**src/design/bss_pkg.sv**
```systemverilog
// ----------------------------------------------------------------------------
// bss_pkg
// Shared types and constants of the bounded stack with search.
// ----------------------------------------------------------------------------
`default_nettype none

package bss_pkg;

    localparam int WORD_W = 32;
    localparam int CMD_W  = 3;
    localparam int STAT_W = 2;
    localparam int POS_W  = 3;

    typedef enum logic [CMD_W-1:0] {
        CMD_PUSH    = 3'd0,
        CMD_POP     = 3'd1,
        CMD_PEEK    = 3'd2,
        CMD_MODIFY  = 3'd3,
        CMD_DISPLAY = 3'd4
    } cmd_t;

    typedef enum logic [STAT_W-1:0] {
        ST_OK       = 2'd0,
        ST_OVERFLOW = 2'd1,
        ST_UNDERFLOW = 2'd2,
        ST_NOTFOUND = 2'd3
    } status_t;

    typedef enum logic [1:0] {
        S_IDLE,
        S_READ,
        S_SEARCH,
        S_SHOW
    } state_t;

    // One queued command between the front and the back.
    typedef struct packed {
        cmd_t                     cmd;
        logic signed [WORD_W-1:0] value;
        logic signed [WORD_W-1:0] new_value;
    } q_entry_t;

endpackage

`default_nettype wire

```
**src/design/bss_front.sv**
```systemverilog
// ----------------------------------------------------------------------------
// bss_front
// Accepts command words, drops unused command codes and queues the rest
// in a two-entry queue for the back end.
// ----------------------------------------------------------------------------
`default_nettype none

module bss_front
    import bss_pkg::*;
(
    input  logic                     clk,
    input  logic                     rst_n,
    input  logic                     in_valid,
    output logic                     in_stall,
    input  logic [CMD_W-1:0]         command,
    input  logic signed [WORD_W-1:0] value,
    input  logic signed [WORD_W-1:0] new_value,
    output logic                     q_valid,
    input  logic                     q_take,
    output q_entry_t                 q_entry
);

    q_entry_t   slot_reg [2];
    logic [1:0] count_reg;
    logic [1:0] count_next;
    logic       wr_ptr_reg;
    logic       wr_ptr_next;
    logic       rd_ptr_reg;
    logic       rd_ptr_next;
    logic       known;
    logic       push;
    logic       pop;
    q_entry_t   entry;

    assign in_stall = (count_reg == 2'd2);
    assign q_valid  = (count_reg != 2'd0);
    assign q_entry  = slot_reg[rd_ptr_reg];

    // Codes above display are taken from the port and simply vanish.
    assign known = (command <= CMD_DISPLAY);
    assign push  = in_valid && !in_stall && known;
    assign pop   = q_take && q_valid;

    always_comb
    begin
        entry.cmd       = cmd_t'(command);
        entry.value     = value;
        entry.new_value = new_value;
    end

    always_comb
    begin
        count_next  = count_reg;
        wr_ptr_next = wr_ptr_reg;
        rd_ptr_next = rd_ptr_reg;
        if (push)
        begin
            wr_ptr_next = !wr_ptr_reg;
        end
        if (pop)
        begin
            rd_ptr_next = !rd_ptr_reg;
        end
        if (push && !pop)
        begin
            count_next = count_reg + 2'd1;
        end
        else if (pop && !push)
        begin
            count_next = count_reg - 2'd1;
        end
    end

    always_ff @(posedge clk or negedge rst_n)
    begin
        if (!rst_n)
        begin
            count_reg  <= 2'd0;
            wr_ptr_reg <= 1'b0;
            rd_ptr_reg <= 1'b0;
        end
        else
        begin
            count_reg  <= count_next;
            wr_ptr_reg <= wr_ptr_next;
            rd_ptr_reg <= rd_ptr_next;
        end
    end

    always_ff @(posedge clk)
    begin
        if (push)
        begin
            slot_reg[wr_ptr_reg] <= entry;
        end
    end

endmodule

`default_nettype wire

```
**src/design/bss_back.sv**
```systemverilog
// ----------------------------------------------------------------------------
// bss_back
// Executes queued commands against the stack memory and drives the
// registered result port.
// ----------------------------------------------------------------------------
`default_nettype none

module bss_back
    import bss_pkg::*;
#(
    parameter int DEPTH = 8
)
(
    input  logic                     clk,
    input  logic                     rst_n,
    input  logic                     q_valid,
    output logic                     q_take,
    input  q_entry_t                 q_entry,
    output logic                     out_valid,
    input  logic                     out_stall,
    output logic [STAT_W-1:0]        status,
    output logic signed [WORD_W-1:0] word,
    output logic [POS_W-1:0]         position,
    output logic                     last
);

    localparam int AW = $clog2(DEPTH);
    localparam int CW = $clog2(DEPTH + 1);

    logic signed [WORD_W-1:0] stack_mem [DEPTH];
    logic signed [WORD_W-1:0] rd_data_reg;

    state_t                   state_reg;
    state_t                   state_next;
    logic [CW-1:0]            fill_reg;
    logic [CW-1:0]            fill_next;
    logic [AW-1:0]            idx_reg;
    logic [AW-1:0]            idx_next;
    logic signed [WORD_W-1:0] value_reg;
    logic signed [WORD_W-1:0] value_next;
    logic signed [WORD_W-1:0] nval_reg;
    logic signed [WORD_W-1:0] nval_next;

    logic                     out_valid_reg;
    logic                     out_valid_next;
    status_t                  out_status_reg;
    status_t                  out_status_next;
    logic signed [WORD_W-1:0] out_word_reg;
    logic signed [WORD_W-1:0] out_word_next;
    logic [POS_W-1:0]         out_pos_reg;
    logic [POS_W-1:0]         out_pos_next;
    logic                     out_last_reg;
    logic                     out_last_next;
    logic                     out_load;

    logic                     mem_we;
    logic [AW-1:0]            wr_addr;
    logic signed [WORD_W-1:0] wr_data;

    logic                     out_free;
    logic                     empty;
    logic                     full;
    logic [AW-1:0]            top_idx;
    logic                     match;
    logic                     at_end;

    assign out_free = !out_valid_reg || !out_stall;
    assign empty    = (fill_reg == '0);
    assign full     = (fill_reg == CW'(DEPTH));
    assign top_idx  = AW'(fill_reg - CW'(1));
    assign match    = (rd_data_reg == value_reg);
    assign at_end   = (idx_reg == top_idx);

    assign out_valid = out_valid_reg;
    assign status    = out_status_reg;
    assign word      = out_word_reg;
    assign position  = out_pos_reg;
    assign last      = out_last_reg;

    // Next state.
    always_comb
    begin
        state_next = state_reg;
        case (state_reg)
            S_IDLE:
            begin
                if (q_valid && out_free && !empty)
                begin
                    case (q_entry.cmd)
                        CMD_POP:     state_next = S_READ;
                        CMD_PEEK:    state_next = S_READ;
                        CMD_MODIFY:  state_next = S_SEARCH;
                        CMD_DISPLAY: state_next = S_SHOW;
                        default:     state_next = S_IDLE;
                    endcase
                end
            end
            S_READ:
            begin
                if (out_free)
                begin
                    state_next = S_IDLE;
                end
            end
            S_SEARCH:
            begin
                if (out_free && (match || at_end))
                begin
                    state_next = S_IDLE;
                end
            end
            S_SHOW:
            begin
                if (out_free && (idx_reg == '0))
                begin
                    state_next = S_IDLE;
                end
            end
            default:
            begin
                state_next = S_IDLE;
            end
        endcase
    end

    // Datapath and outputs. The read address is always idx_next, so the
    // registered read data holds the entry at idx_reg in the next cycle.
    always_comb
    begin
        q_take          = 1'b0;
        fill_next       = fill_reg;
        idx_next        = idx_reg;
        value_next      = value_reg;
        nval_next       = nval_reg;
        mem_we          = 1'b0;
        wr_addr         = idx_reg;
        wr_data         = nval_reg;
        out_load        = 1'b0;
        out_status_next = ST_OK;
        out_word_next   = rd_data_reg;
        out_pos_next    = POS_W'(idx_reg);
        out_last_next   = 1'b1;

        case (state_reg)
            S_IDLE:
            begin
                if (q_valid && out_free)
                begin
                    q_take     = 1'b1;
                    value_next = q_entry.value;
                    nval_next  = q_entry.new_value;
                    if (q_entry.cmd == CMD_PUSH)
                    begin
                        out_load = 1'b1;
                        if (full)
                        begin
                            out_status_next = ST_OVERFLOW;
                            out_word_next   = '0;
                            out_pos_next    = '0;
                        end
                        else
                        begin
                            mem_we        = 1'b1;
                            wr_addr       = AW'(fill_reg);
                            wr_data       = q_entry.value;
                            out_word_next = q_entry.value;
                            out_pos_next  = POS_W'(fill_reg);
                            fill_next     = fill_reg + CW'(1);
                        end
                    end
                    else if (empty)
                    begin
                        out_load        = 1'b1;
                        out_status_next = ST_UNDERFLOW;
                        out_word_next   = '0;
                        out_pos_next    = '0;
                    end
                    else
                    begin
                        case (q_entry.cmd)
                            CMD_POP:
                            begin
                                idx_next  = top_idx;
                                fill_next = fill_reg - CW'(1);
                            end
                            CMD_PEEK:    idx_next = top_idx;
                            CMD_MODIFY:  idx_next = '0;
                            CMD_DISPLAY: idx_next = top_idx;
                            default:     idx_next = idx_reg;
                        endcase
                    end
                end
            end
            S_READ:
            begin
                out_load = out_free;
            end
            S_SEARCH:
            begin
                if (out_free && match)
                begin
                    out_load      = 1'b1;
                    mem_we        = 1'b1;
                    out_word_next = nval_reg;
                end
                else if (out_free && at_end)
                begin
                    out_load        = 1'b1;
                    out_status_next = ST_NOTFOUND;
                    out_word_next   = '0;
                    out_pos_next    = '0;
                end
                else if (!match && !at_end)
                begin
                    idx_next = idx_reg + AW'(1);
                end
            end
            S_SHOW:
            begin
                out_last_next = (idx_reg == '0);
                if (out_free)
                begin
                    out_load = 1'b1;
                    if (idx_reg != '0)
                    begin
                        idx_next = idx_reg - AW'(1);
                    end
                end
            end
            default:
            begin
                out_load = 1'b0;
            end
        endcase

        if (out_load)
        begin
            out_valid_next = 1'b1;
        end
        else
        begin
            out_valid_next = out_valid_reg && out_stall;
        end
    end

    always_ff @(posedge clk or negedge rst_n)
    begin
        if (!rst_n)
        begin
            state_reg     <= S_IDLE;
            fill_reg      <= '0;
            idx_reg       <= '0;
            out_valid_reg <= 1'b0;
        end
        else
        begin
            state_reg     <= state_next;
            fill_reg      <= fill_next;
            idx_reg       <= idx_next;
            out_valid_reg <= out_valid_next;
        end
    end

    always_ff @(posedge clk)
    begin
        value_reg <= value_next;
        nval_reg  <= nval_next;
        if (out_load)
        begin
            out_status_reg <= out_status_next;
            out_word_reg   <= out_word_next;
            out_pos_reg    <= out_pos_next;
            out_last_reg   <= out_last_next;
        end
    end

    always_ff @(posedge clk)
    begin
        if (mem_we)
        begin
            stack_mem[wr_addr] <= wr_data;
        end
        rd_data_reg <= stack_mem[idx_next];
    end

endmodule

`default_nettype wire

```
**src/design/bounded_stack_with_search_top.sv**
```systemverilog
// ----------------------------------------------------------------------------
// bounded_stack_with_search_top
// LIFO stack of DEPTH signed words with push, pop, peek, modify and display.
// ----------------------------------------------------------------------------
// Commands pass through a two-word queue to a back end that owns a stack
// memory with one write port and one registered read port, and results leave
// through an output register, so either side may stall on its own. Push,
// overflow and underflow results are loaded straight from the queue entry;
// pop and peek first wait for the registered memory read. Modify compares one
// stored word per cycle from the bottom until a match or the top of the stack.
// Display emits one word per cycle from the top while the output is not
// stalled. Codes 5 to 7 are accepted and give no result. The memory needs no
// clearing pass after reset.
`default_nettype none

module bounded_stack_with_search_top
    import bss_pkg::*;
#(
    parameter int DEPTH = 8
)
(
    input  logic                     clk,
    input  logic                     rst_n,
    input  logic                     in_valid,
    output logic                     in_stall,
    input  logic [CMD_W-1:0]         command,
    input  logic signed [WORD_W-1:0] value,
    input  logic signed [WORD_W-1:0] new_value,
    output logic                     out_valid,
    input  logic                     out_stall,
    output logic [STAT_W-1:0]        status,
    output logic signed [WORD_W-1:0] word,
    output logic [POS_W-1:0]         position,
    output logic                     last
);

    logic     q_valid;
    logic     q_take;
    q_entry_t q_entry;

    bss_front u_front
    (
        .clk       (clk),
        .rst_n     (rst_n),
        .in_valid  (in_valid),
        .in_stall  (in_stall),
        .command   (command),
        .value     (value),
        .new_value (new_value),
        .q_valid   (q_valid),
        .q_take    (q_take),
        .q_entry   (q_entry)
    );

    bss_back #(
        .DEPTH (DEPTH)
    ) u_back
    (
        .clk       (clk),
        .rst_n     (rst_n),
        .q_valid   (q_valid),
        .q_take    (q_take),
        .q_entry   (q_entry),
        .out_valid (out_valid),
        .out_stall (out_stall),
        .status    (status),
        .word      (word),
        .position  (position),
        .last      (last)
    );

endmodule

`default_nettype wire

```
**config.mk**
```make
export PLATFORM = sky130hd
export DESIGN_NAME = bounded_stack_with_search_top
export DESIGN_NICKNAME = d
export VERILOG_FILES = /design/src/design/bss_pkg.sv /design/src/design/bss_front.sv /design/src/design/bss_back.sv /design/src/design/bounded_stack_with_search_top.sv
export SDC_FILE = /design/constraint.sdc
export NUM_CORES = 1
export LEC_CHECK = 0
export ABC_CLOCK_PERIOD_IN_PS = 15500
export BUFFER_PORTS_ARGS = -buffer_cell sky130_fd_sc_hd__buf_2
export CORE_AREA = 2 2 192 194
export DETAILED_ROUTE_END_ITERATION = 10
export DIE_AREA = 0 0 194 196
export HOLD_SLACK_MARGIN = 0.02
export PLACE_DENSITY = 0.74
export SYNTH_ARGS = -nofsm -noshare
export SYNTH_HDL_FRONTEND = slang
export SYNTH_SLANG_ARGS = --single-unit
export TNS_END_PERCENT = 20
```
**constraint.sdc**
```tcl
create_clock -name clk -period 15.5 [get_ports clk]
set_input_delay 3.1 -clock clk [delete_from_list [all_inputs] [get_ports clk]]
set_output_delay 3.1 -clock clk [all_outputs]
set_load 0.02 [all_outputs]
```
==> results of run 1 <==
## where the power goes
group / total, mW / internal [mW] / switching (mW)
logic: 2.23 / 0.982 / 1.25
registers: 2.21 / 2.02 / 0.181
clock network: 1.24 / 0.729 / 0.507
total: 5.67 / 3.74 / 1.94
## layout by cell type (no fill, tap or decap), drive strengths merged, types with 3 or more instances in the layout
cell and count:
mux2 96, xnor2 9, a22oi 3, a21oi 9
nor4 8, a21o 32, ha 6, clkinv 15
and3 5, nor3 6, nand3b 3, nand2 19
nor2 28, mux2i 196, buf 122, xor2 37
dfxtp 32, dfrtp 14, a31oi 6, edfxtp 492
bufinv 5, nand3 9, inv 18, a221o 32
nor2b 35, o21ai 13, clkbuf 65
## synthesized netlist by cell type (2+ instances only)
library cell | instances | area share [%]
a21o_1 | 32 | 1.1
a21oi_1 | 9 | 0.21
a221o_1 | 32 | 1.5
a22oi_1 | 3 | 0.11
a31oi_1 | 6 | 0.18
a32o_1 | 2 | 0.094
and2_1 | 2 | 0.059
and3_1 | 5 | 0.15
buf_12 | 5 | 0.47
buf_2 | 14 | 0.33
buf_4 | 2 | 0.071
clkbuf_1 | 30 | 0.53
dfrtp_1 | 14 | 1.6
dfxtp_1 | 32 | 3.0
edfxtp_1 | 492 | 69
ha_1 | 6 | 0.35
inv_1 | 14 | 0.25
mux2_2 | 96 | 5.1
mux2i_1 | 196 | 9.2
nand2_1 | 19 | 0.34
nand3_1 | 9 | 0.21
nand3b_1 | 3 | 0.11
nand4_1 | 2 | 0.059
nor2_1 | 27 | 0.48
nor2b_1 | 34 | 1.0
nor3_1 | 6 | 0.14
nor3b_1 | 2 | 0.071
nor4_1 | 8 | 0.24
o2111ai_1 | 2 | 0.082
o21ai_0 | 13 | 0.31
xnor2_1 | 9 | 0.37
xor2_1 | 37 | 1.5
## worst paths after layout
path / to / cells after the start / startpoint
max: u_back.rd_data_reg[20] / 12 / out_stall
min: u_front.count_reg[1] / 1 / u_front.count_reg[1]
max reg2reg: u_back.rd_data_reg[20] / 11 / u_back.out_valid
min reg2reg: u_front.count_reg[1] / 1 / u_front.count_reg[1]
max in group asynchronous: u_front.rd_ptr_reg / 1 / rst_n
min in group asynchronous: u_back.out_valid / 1 / rst_n
## layer usage
metal  GRT usage (%)  routed length (um)  vias to the layer above
li1                -                   -                     4878
met1           33.98               19220                     5351
met2           32.89               18810                      351
met3           3.559                2891                       72
met4           7.183                1170                        0
met5               0                   0                        -
## logic make-up (layout without fill, tap and decap cells)
family / count (synthesis) / after routing / synth area share [%]
multiplexers: 292 / 292 / 14.31
buffers and inverters: 69 / 227 / 1.812
XOR/XNOR: 47 / 47 / 2.001
flip-flops: 538 / 538 / 74.15
adder cells (fa/ha/maj): 6 / 6 / 0.3531
AND/OR/NAND/NOR: 125 / 125 / 3.137
AO/OA/AOI/OAI: 113 / 113 / 4.237
## final cells by class
| class | count | area (um2) | area share (%) |
|---|---|---|---|
| Clock buffer | 65 | 1421 | 5.933 |
| Multi-Input combinational cell | 583 | 5229 | 21.83 |
| Sequential cell | 538 | 15770 | 65.82 |
| Timing Repair Buffer | 122 | 640.6 | 2.674 |
| Inverter | 15 | 56.30 | 0.2350 |
| Tap cell | 468 | 585.6 | 2.444 |
| Clock inverter | 25 | 256.5 | 1.071 |
==> metrics.csv, run 1 <==
metric;value;unit
outcome;complete, no violations;
via_count;10650;
io_buffers;110;
final-hold-violation-count;0;
antenna_found_initial;0;
post_drt_wl_per_cell;23.18;um
cpMostUsedCell;buf_4;
core-area;36080;um2
initial_core_util;58.92;%
postRouteAntennaNets;0;
avgSynthCellArea;17.87;um2
p_per_area;236.9;nW/um2
dieArea;38020;um2
worstPathMaxFanout;72;
post_cts_resized;0;
ys.flop_type;edfxtp_1;
rrSetupSlack;10370;ps
ir_worst_vdd;0.2179;mV
grt_pass1_vias;10590;
syn2layout_area_growth;12.67;%
cp_cell_sequence;buf_2 -> and2_1 -> or3_1 -> nor2_4 -> buf_4 -> nand4b_1 -> o2111ai_4 -> buf_4 -> buf_4 -> mux2i_1 -> mux2i_1 -> mux2_2;
required;15950;ps
drtIter0Drc;960;
rsz0062_at_grt;false;
grtUsageTotal;22.15;%
final_layout_size_suffix_gt1_share;23.37;%
place.detailed.hpwl;25770;um
max_stage_delay;980;ps
nFillCells;2439;
clk_root_buffer_cell;clkbuf_16;
setup_violations;0;
slew_headroom;15.13;%
gp_congestion;0.8875;
tightest_slew;1270;ps
avgViaCountPerCell;5.866;
ys_types;59;
fin_cells;1816;
drtPass1Iterations;5;
total_power;5.674;mW
antenna_cells;0;
pre_cts_ws;7557;ps
post_cts_buffers;0;
finalCritPeriodShare;47.38;%
final_area;23960;um2
grt_pass1_wl;63140;um
synthArstFlopShare;2.602;%
dp_cells;1726;
cap_violations;0;
cts_sinks;538;
grt_max_degree;73;
synthesis.instances;1190;
ios;111;
syn-cell-area;21260;um2
synth_edf_count;492;
yosysSeqAreaShare;74.15;%
die_height;196;um
finalClockSkew;20.68;ps
die_w;194;um
cpMaxStageDelayCell;buf_4;
path_buf_inv;4;
cts.path.max_buffers;3;
worst_setup_path_end_kind;flop;
synth_nets;1267;
cts_tree;yes;
gr-total-overflow;0;
fin_setup_tns;0;ps
max_clock_freq;0.1362;GHz
largest_reg_flops;256;
hold_ws;496.0;ps
fin_nets;1388;
drv_slew;0;
clock_latency;570;ps
dpl_cell_area;22280;um2
min_path_type;reg -> reg;
ys_warn_count;0;
path_delay_family;buffers and inverters;
row_count;70;
p_leak;8.725;nW
ys_ff_latch;538;
cp-start-kind;primary input;
drc;0;
cts_hold_buf;0;
cts_max_level;2;
arrival;7790;ps
critPathKind;in -> reg;
post-route-util;66.39;%
fin_ws;8156;ps
drt-total-wl;42090;um
path_clk_slew;60;ps
numCtsBuffers;51;
fin_crit;7344;ps
Power figures use the tool's default switching activity.
==> run 2, diff against run 1 <==
Settings changed: ABC_AREA from default to 1, ABC_CLOCK_PERIOD_IN_PS 15500 to 7600, CORE_AREA 2 2 192 194 to 2 2 198 200, DIE_AREA 0 0 194 196 to 0 0 200 202, PLACE_DENSITY 0.74 to 0.75.
Clock period 15.5 ns to 7.6 ns, I/O delays scaled along.
==> run 2 against run 1 <==
  * Area after synthesis is 7.0% higher
  * Global-route usage up 3.6 points
  * Total power increased by 110%
  * Via count increased by 41%
  * Highest routed layer unchanged
==> metrics.csv, run 2 <==
metric;value;unit;change
gr-total-overflow;0;;unchanged
arrival;4570;ps;-3220 ps
die_height;202;um;+3.1%
regArea;15770;um2;unchanged
via_count;14970;;+41%
nFillCells;2730;;+12%
synthTopCellsByArea;edfxtp_1, nand2_1, nand3_1, inv_1, dfxtp_1;;
place.detailed.hpwl;29440;um;+14%
finalClockSkew;30.82;ps;+10.14 ps
dieArea;40400;um2;+6.2%
outcome;complete, no violations;;
grt_max_degree;101;;+38%
ys_types;40;;-32%
synth_edf_count;492;;unchanged
synth_nets;2192;;+73%
cts.path.max_buffers;3;;unchanged
syn2layout_area_growth;11.84;%;
hold_ws;508.6;ps;+12.63 ps
critPathKind;reg -> reg;;
post_cts_resized;0;;unchanged
fin_setup_tns;0;ps;unchanged
post-route-util;66.47;%;+0.087 points
path_delay_family;simple AND/OR/NAND/NOR gates;;
max_stage_delay;580;ps;-400 ps
layout_common_cells;nand2_1, edfxtp_1, inv_1, nand3_1, buf_2;;
grtUsageTotal;25.74;%;+3.6 points
synth_common_cells;nand2_1, edfxtp_1, inv_1;;
avgViaCountPerCell;5.407;;-7.8%
clk_root_buffer_cell;clkbuf_16;;
ys_warn_count;0;;unchanged
cp_cell_sequence;inv_2 -> buf_4 -> nand2_1 -> nand2_2 -> inv_1 -> nand3_2 -> nand3_4 -> nand3_1 -> nand3_1 -> a21oi_2 -> nand2_4 -> nand2_4 -> buf_4 -> nand2_1 -> nand3_1 -> nand2_1 -> nand2_1 -> nand2_1;;
required;8050;ps;-7900 ps
path_buf_inv;4;;unchanged
worstPathMaxFanout;67;;-6.9%
max_clock_freq;0.2429;GHz;
die_w;200;um;+3.1%
multi_input_area;5316;um2;+1.7%
fin_nets;2285;;+65%
final_layout_size_suffix_gt1_share;10.93;%;-12 points
cap_violations;0;;unchanged
grt_pass1_vias;14570;;+38%
synthesis.instances;2115;;+78%
gp_congestion;0.9022;;+1.7%
ys.flop_type;edfxtp_1;;
cts_sinks;538;;unchanged
postRouteAntennaNets;0;;unchanged
row_count;72;;+2.9%
ios;111;;unchanged
avgSynthCellArea;10.76;um2;-40%
rsz0062_at_grt;false;;
synthArstFlopShare;2.602;%;unchanged
largest_reg_flops;256;;unchanged
cts_max_level;2;;unchanged
post_drt_wl_per_cell;18.27;um;-21%
numCtsBuffers;51;;unchanged
post_cts_buffers;0;;unchanged
yosys.area.top_type;edfxtp_1;;
drc;0;;unchanged
yosysSeqAreaShare;69.28;%;-4.9 points
grt_pass1_wl;79380;um;+26%
p_leak;10.86;nW;+24%
fin_crit;4117;ps;
syn-cell-area;22760;um2;+7.0%
ys_ff_latch;538;;unchanged
worst_setup_path_end_kind;flop;;
cts_hold_buf;0;;unchanged
antenna_found_initial;0;;unchanged
p_per_area;472.5;nW/um2;+99%
cts_tree;yes;;
cpMostUsedCell;nand2_1;;
tightest_slew;1218;ps;-51.71 ps
drt-total-wl;50600;um;+20%
clock_latency;580;ps;about the same
antenna_cells;0;;unchanged
slew_headroom;17.91;%;+2.8 points
drtPass1Iterations;8;;+3
path_clk_slew;60;ps;about the same
drv_slew;0;;unchanged
min_path_type;reg -> reg;;
finalCritPeriodShare;54.17;%;
core-area;38290;um2;+6.1%
cp-start-kind;flop;;
io_buffers;110;;unchanged
ir_worst_vdd;0.4982;mV;+130%
final_common_cell;nand2_1;;
final-hold-violation-count;0;;unchanged
cpMaxStageDelayCell;buf_4;;
initial_core_util;59.43;%;+0.51 points
setup_violations;0;;unchanged
synth_top_area_share;64.93;%;-4.6 points
post-synth-top-count-cell;nand2_1;;
drtIter0Drc;1700;;+77%
[run 2: metrics by stage]
stage          power (mW)  instance area [um2]  setup WS [ps]  cells
3_3_place_gp        9.326                23800           3200   2673
6_report            12.03                25450           3483   2769
2_1_floorplan       8.130                22760           1116   2115
3_5_place_dp        9.509                23800           3030   2673
4_1_cts             12.02                25450           3516   2769
5_1_grt             12.78                25450           3118   2769
[run 2: worst reg2reg max path, cell delays in order, from the launching register on]
cell	delay [ps]
dfrtp_2	410
inv_2	50
buf_4	580
nand2_1	160
nand2_2	140
inv_1	90
nand3_2	250
nand3_4	140
nand3_1	100
nand3_1	90
a21oi_2	160
nand2_4	250
nand2_4	570
buf_4	570
nand2_1	170
nand3_1	120
nand2_1	70
nand2_1	60
nand2_1	60
[run 2: area by class of cell]
class	instances	area share, %
clock buffer	71	5.550
multi-input combinational	1127	20.89
sequential	538	61.95
timing repair buffer	134	2.871
tap	518	2.547
clock inverter	25	0.9439
inverter	356	5.250
[run 2: layer usage]
layer	global-route usage, %	routed length (um)	up-vias
met5	0	0	-
met2	40.66	24080	615
met3	3.905	3717	80
met4	7.302	1014	0
met1	37.59	21780	7167
li1	-	-	7111
[run 2: logic make-up after synthesis]
| kind of cell | synth area share, % |
|---|---|
| flops | 69.28 |
| compound gates | 3.063 |
| simple gates | 18.10 |
| buf+inv | 7.923 |
| xor+xnor | 1.309 |
| fa+ha+maj | 0.3299 |
[run 2: power breakdown]
group	leakage, nW	internal, mW	switching [mW]
logic	5.13	1.40	3.64
clock network	0.796	1.44	1.06
registers	4.93	4.17	0.328
total	10.9	7.00	5.02
[run 2: worst paths after layout]
kind                                        start                    end  depth (start not counted)  slack (ps)
setup / recovery               u_front.rd_ptr_reg  u_back.rd_data_reg[7]                         18        3480
min in group asynchronous                   rst_n     u_back.fill_reg[0]                          1         870
setup reg to reg               u_front.rd_ptr_reg  u_back.rd_data_reg[7]                         18        3480
max in group asynchronous                   rst_n     u_front.rd_ptr_reg                          1        6450
hold / removal             u_front.slot_reg[0][4]     u_back.nval_reg[4]                          2         510
hold reg to reg            u_front.slot_reg[0][4]     u_back.nval_reg[4]                          2         510
==> run 3, diff against run 2 <==
Settings changed: ABC_CLOCK_PERIOD_IN_PS 7600 to 4000.
Clock period 7.6 ns to 4 ns, I/O delays scaled along.
==> run 3 against run 2 <==
  * Largest cell class unchanged
  * Sequential power rose by 91%
  * Wire length rose by 2.3%
  * Total power is 97% higher
  * Cell area increased by 1.6%
  * Cell count increased by 0.40%
  * Die area stayed put
  * First-iteration DRC count increased by 0.24%
  * Highest routed layer is now met5
==> metrics.csv, run 3 (synthesized netlist as in run 2, its figures left out) <==
metric;value;unit;change
required;4170;ps;-3880 ps
rrSetupSlack;640;ps;-2850 ps
cts_tree;yes;;
drtPass1Iterations;6;;-2
dp_cells;2684;;+0.41%
reg2reg_depth;7;;-11
io_buffers;110;;unchanged
cts_max_level;2;;unchanged
fin_setup_tns;0;ps;unchanged
row_count;72;;unchanged
worstPathMaxFanout;60;;-10%
grtUsageTotal;26.14;%;+0.41 points
die_height;202;um;unchanged
cap_violations;0;;unchanged
startpoint;u_back.state_reg[0];;
rsz0062_at_grt;false;;
ir_worst_vdd;0.7763;mV;+56%
slew_headroom;4.231;%;-14 points
finalClockSkew;22.87;ps;-7.946 ps
fin_nets;2296;;+0.48%
cts_sinks;538;;unchanged
arrival;3530;ps;-1040 ps
postRouteAntennaNets;0;;unchanged
tightest_slew;1422;ps;+203.1 ps
drtIter0Drc;1704;;+0.24%
post_cts_resized;0;;unchanged
syn2layout_area_growth;13.65;%;
drt-total-wl;51760;um;+2.3%
layout_common_cells;nand2_1, edfxtp_1, inv_1, nand3_1, buf_2;;
final_common_cell;nand2_1;;
place.detailed.hpwl;31850;um;+8.2%
cts.path.max_buffers;3;;unchanged
cts_hold_buf;0;;unchanged
fin_crit;3362;ps;-754.4 ps
r2r-start;u_back.state_reg[0];;
finalCritPeriodShare;84.06;%;+30 points
clk_root_buffer_cell;clkbuf_16;;
p_per_area;915.0;nW/um2;+94%
worst_r2r_endpoint;u_back.stack_mem[1][8];;
clock_latency;590;ps;about the same
core-area;38290;um2;unchanged
p_leak;11.04;nW;+1.7%
via_count;15140;;+1.1%
numCtsBuffers;51;;unchanged
drc;0;;unchanged
post_drt_wl_per_cell;18.62;um;+1.9%
critPathKind;reg -> reg;;
final_layout_size_suffix_gt1_share;11.81;%;+0.88 points
setup_violations;0;;unchanged
avgViaCountPerCell;5.446;;+0.72%
cp-start-kind;flop;;
drv_slew;0;;unchanged
final-hold-violation-count;0;;unchanged
outcome;complete, no violations;;
largest_reg_flops;256;;unchanged
grt_max_degree;129;;+28%
grt_pass1_vias;14780;;+1.4%
grt_pass1_wl;80200;um;+1.0%
dieArea;40400;um2;unchanged
die_w;200;um;unchanged
post_cts_buffers;0;;unchanged
antenna_found_initial;2;;+2
hold_ws;146.9;ps;-361.7 ps
gr-total-overflow;0;;unchanged
fin_cells;2780;;+0.40%
max_clock_freq;0.2974;GHz;+22%
initial_core_util;59.43;%;unchanged
worst_setup_path_end_kind;flop;;
min_path_type;in -> async;;
gp_congestion;0.9237;;+2.4%
ios;111;;unchanged
path_clk_slew;70;ps;about the same
## run 3: report_power, final
| part | leakage [nW] | switching, mW | internal (mW) |
|---|---|---|---|
| clock | 0.869 | 2.05 | 3.06 |
| sequential | 4.93 | 0.671 | 7.92 |
| combinational | 5.23 | 7.07 | 2.89 |
| total | 11.0 | 9.79 | 13.9 |
## run 3: per-layer routing
layer  global-route usage (%)  up-vias  wire, um
li1                         -     7138         -
met1                    37.77     7298     21960
met2                    41.12      620     24420
met3                    4.505       83      4150
met4                    7.884        2      1216
met5                        0        -        13
## run 3: through the flow
stage	total power [mW]	setup slack [ps]	instance area, um2	util (%)
floorplan	15.47	-519.8	22810	-
global placement	18.11	715.0	24070	62.86
detailed placement	18.41	648.3	24070	62.86
CTS	23.60	786.5	25860	67.54
global route	25.02	530.5	25860	67.54
finish	23.66	637.6	25860	67.55
## run 3: layout make-up
| class | instances | area [um2] |
|---|---|---|
| Tap cell | 518 | 648.1 |
| Inverter | 356 | 1336 |
| Antenna cell | 1 | 2.502 |
| Clock buffer | 67 | 1408 |
| Multi-Input combinational cell | 1127 | 5316 |
| Fill cell | 2683 | 12420 |
| Sequential cell | 538 | 15770 |
| Timing Repair Buffer | 145 | 1001 |
| Clock inverter | 28 | 384.1 |
## run 3: worst max-delay path, stage by stage (launching register included)
cell,delay [ps]
dfrtp_1,890
nor2_2,150
inv_1,220
nor2_4,50
inv_2,130
nor2_4,60
buf_4,300
o21ai_0,1160
## run 3: worst max-delay path by stage
stage	depth (start not counted)	slack, ps	to
2_1_floorplan	5	-520	u_front.slot_reg[0][0]
3_5_place_dp	16	650	u_back.rd_data_reg[27]
3_3_place_gp	15	710	u_back.rd_data_reg[27]
5_1_grt	13	530	u_back.stack_mem[4][11]
6_report	7	640	u_back.stack_mem[1][8]
4_1_cts	7	790	u_back.stack_mem[1][8]
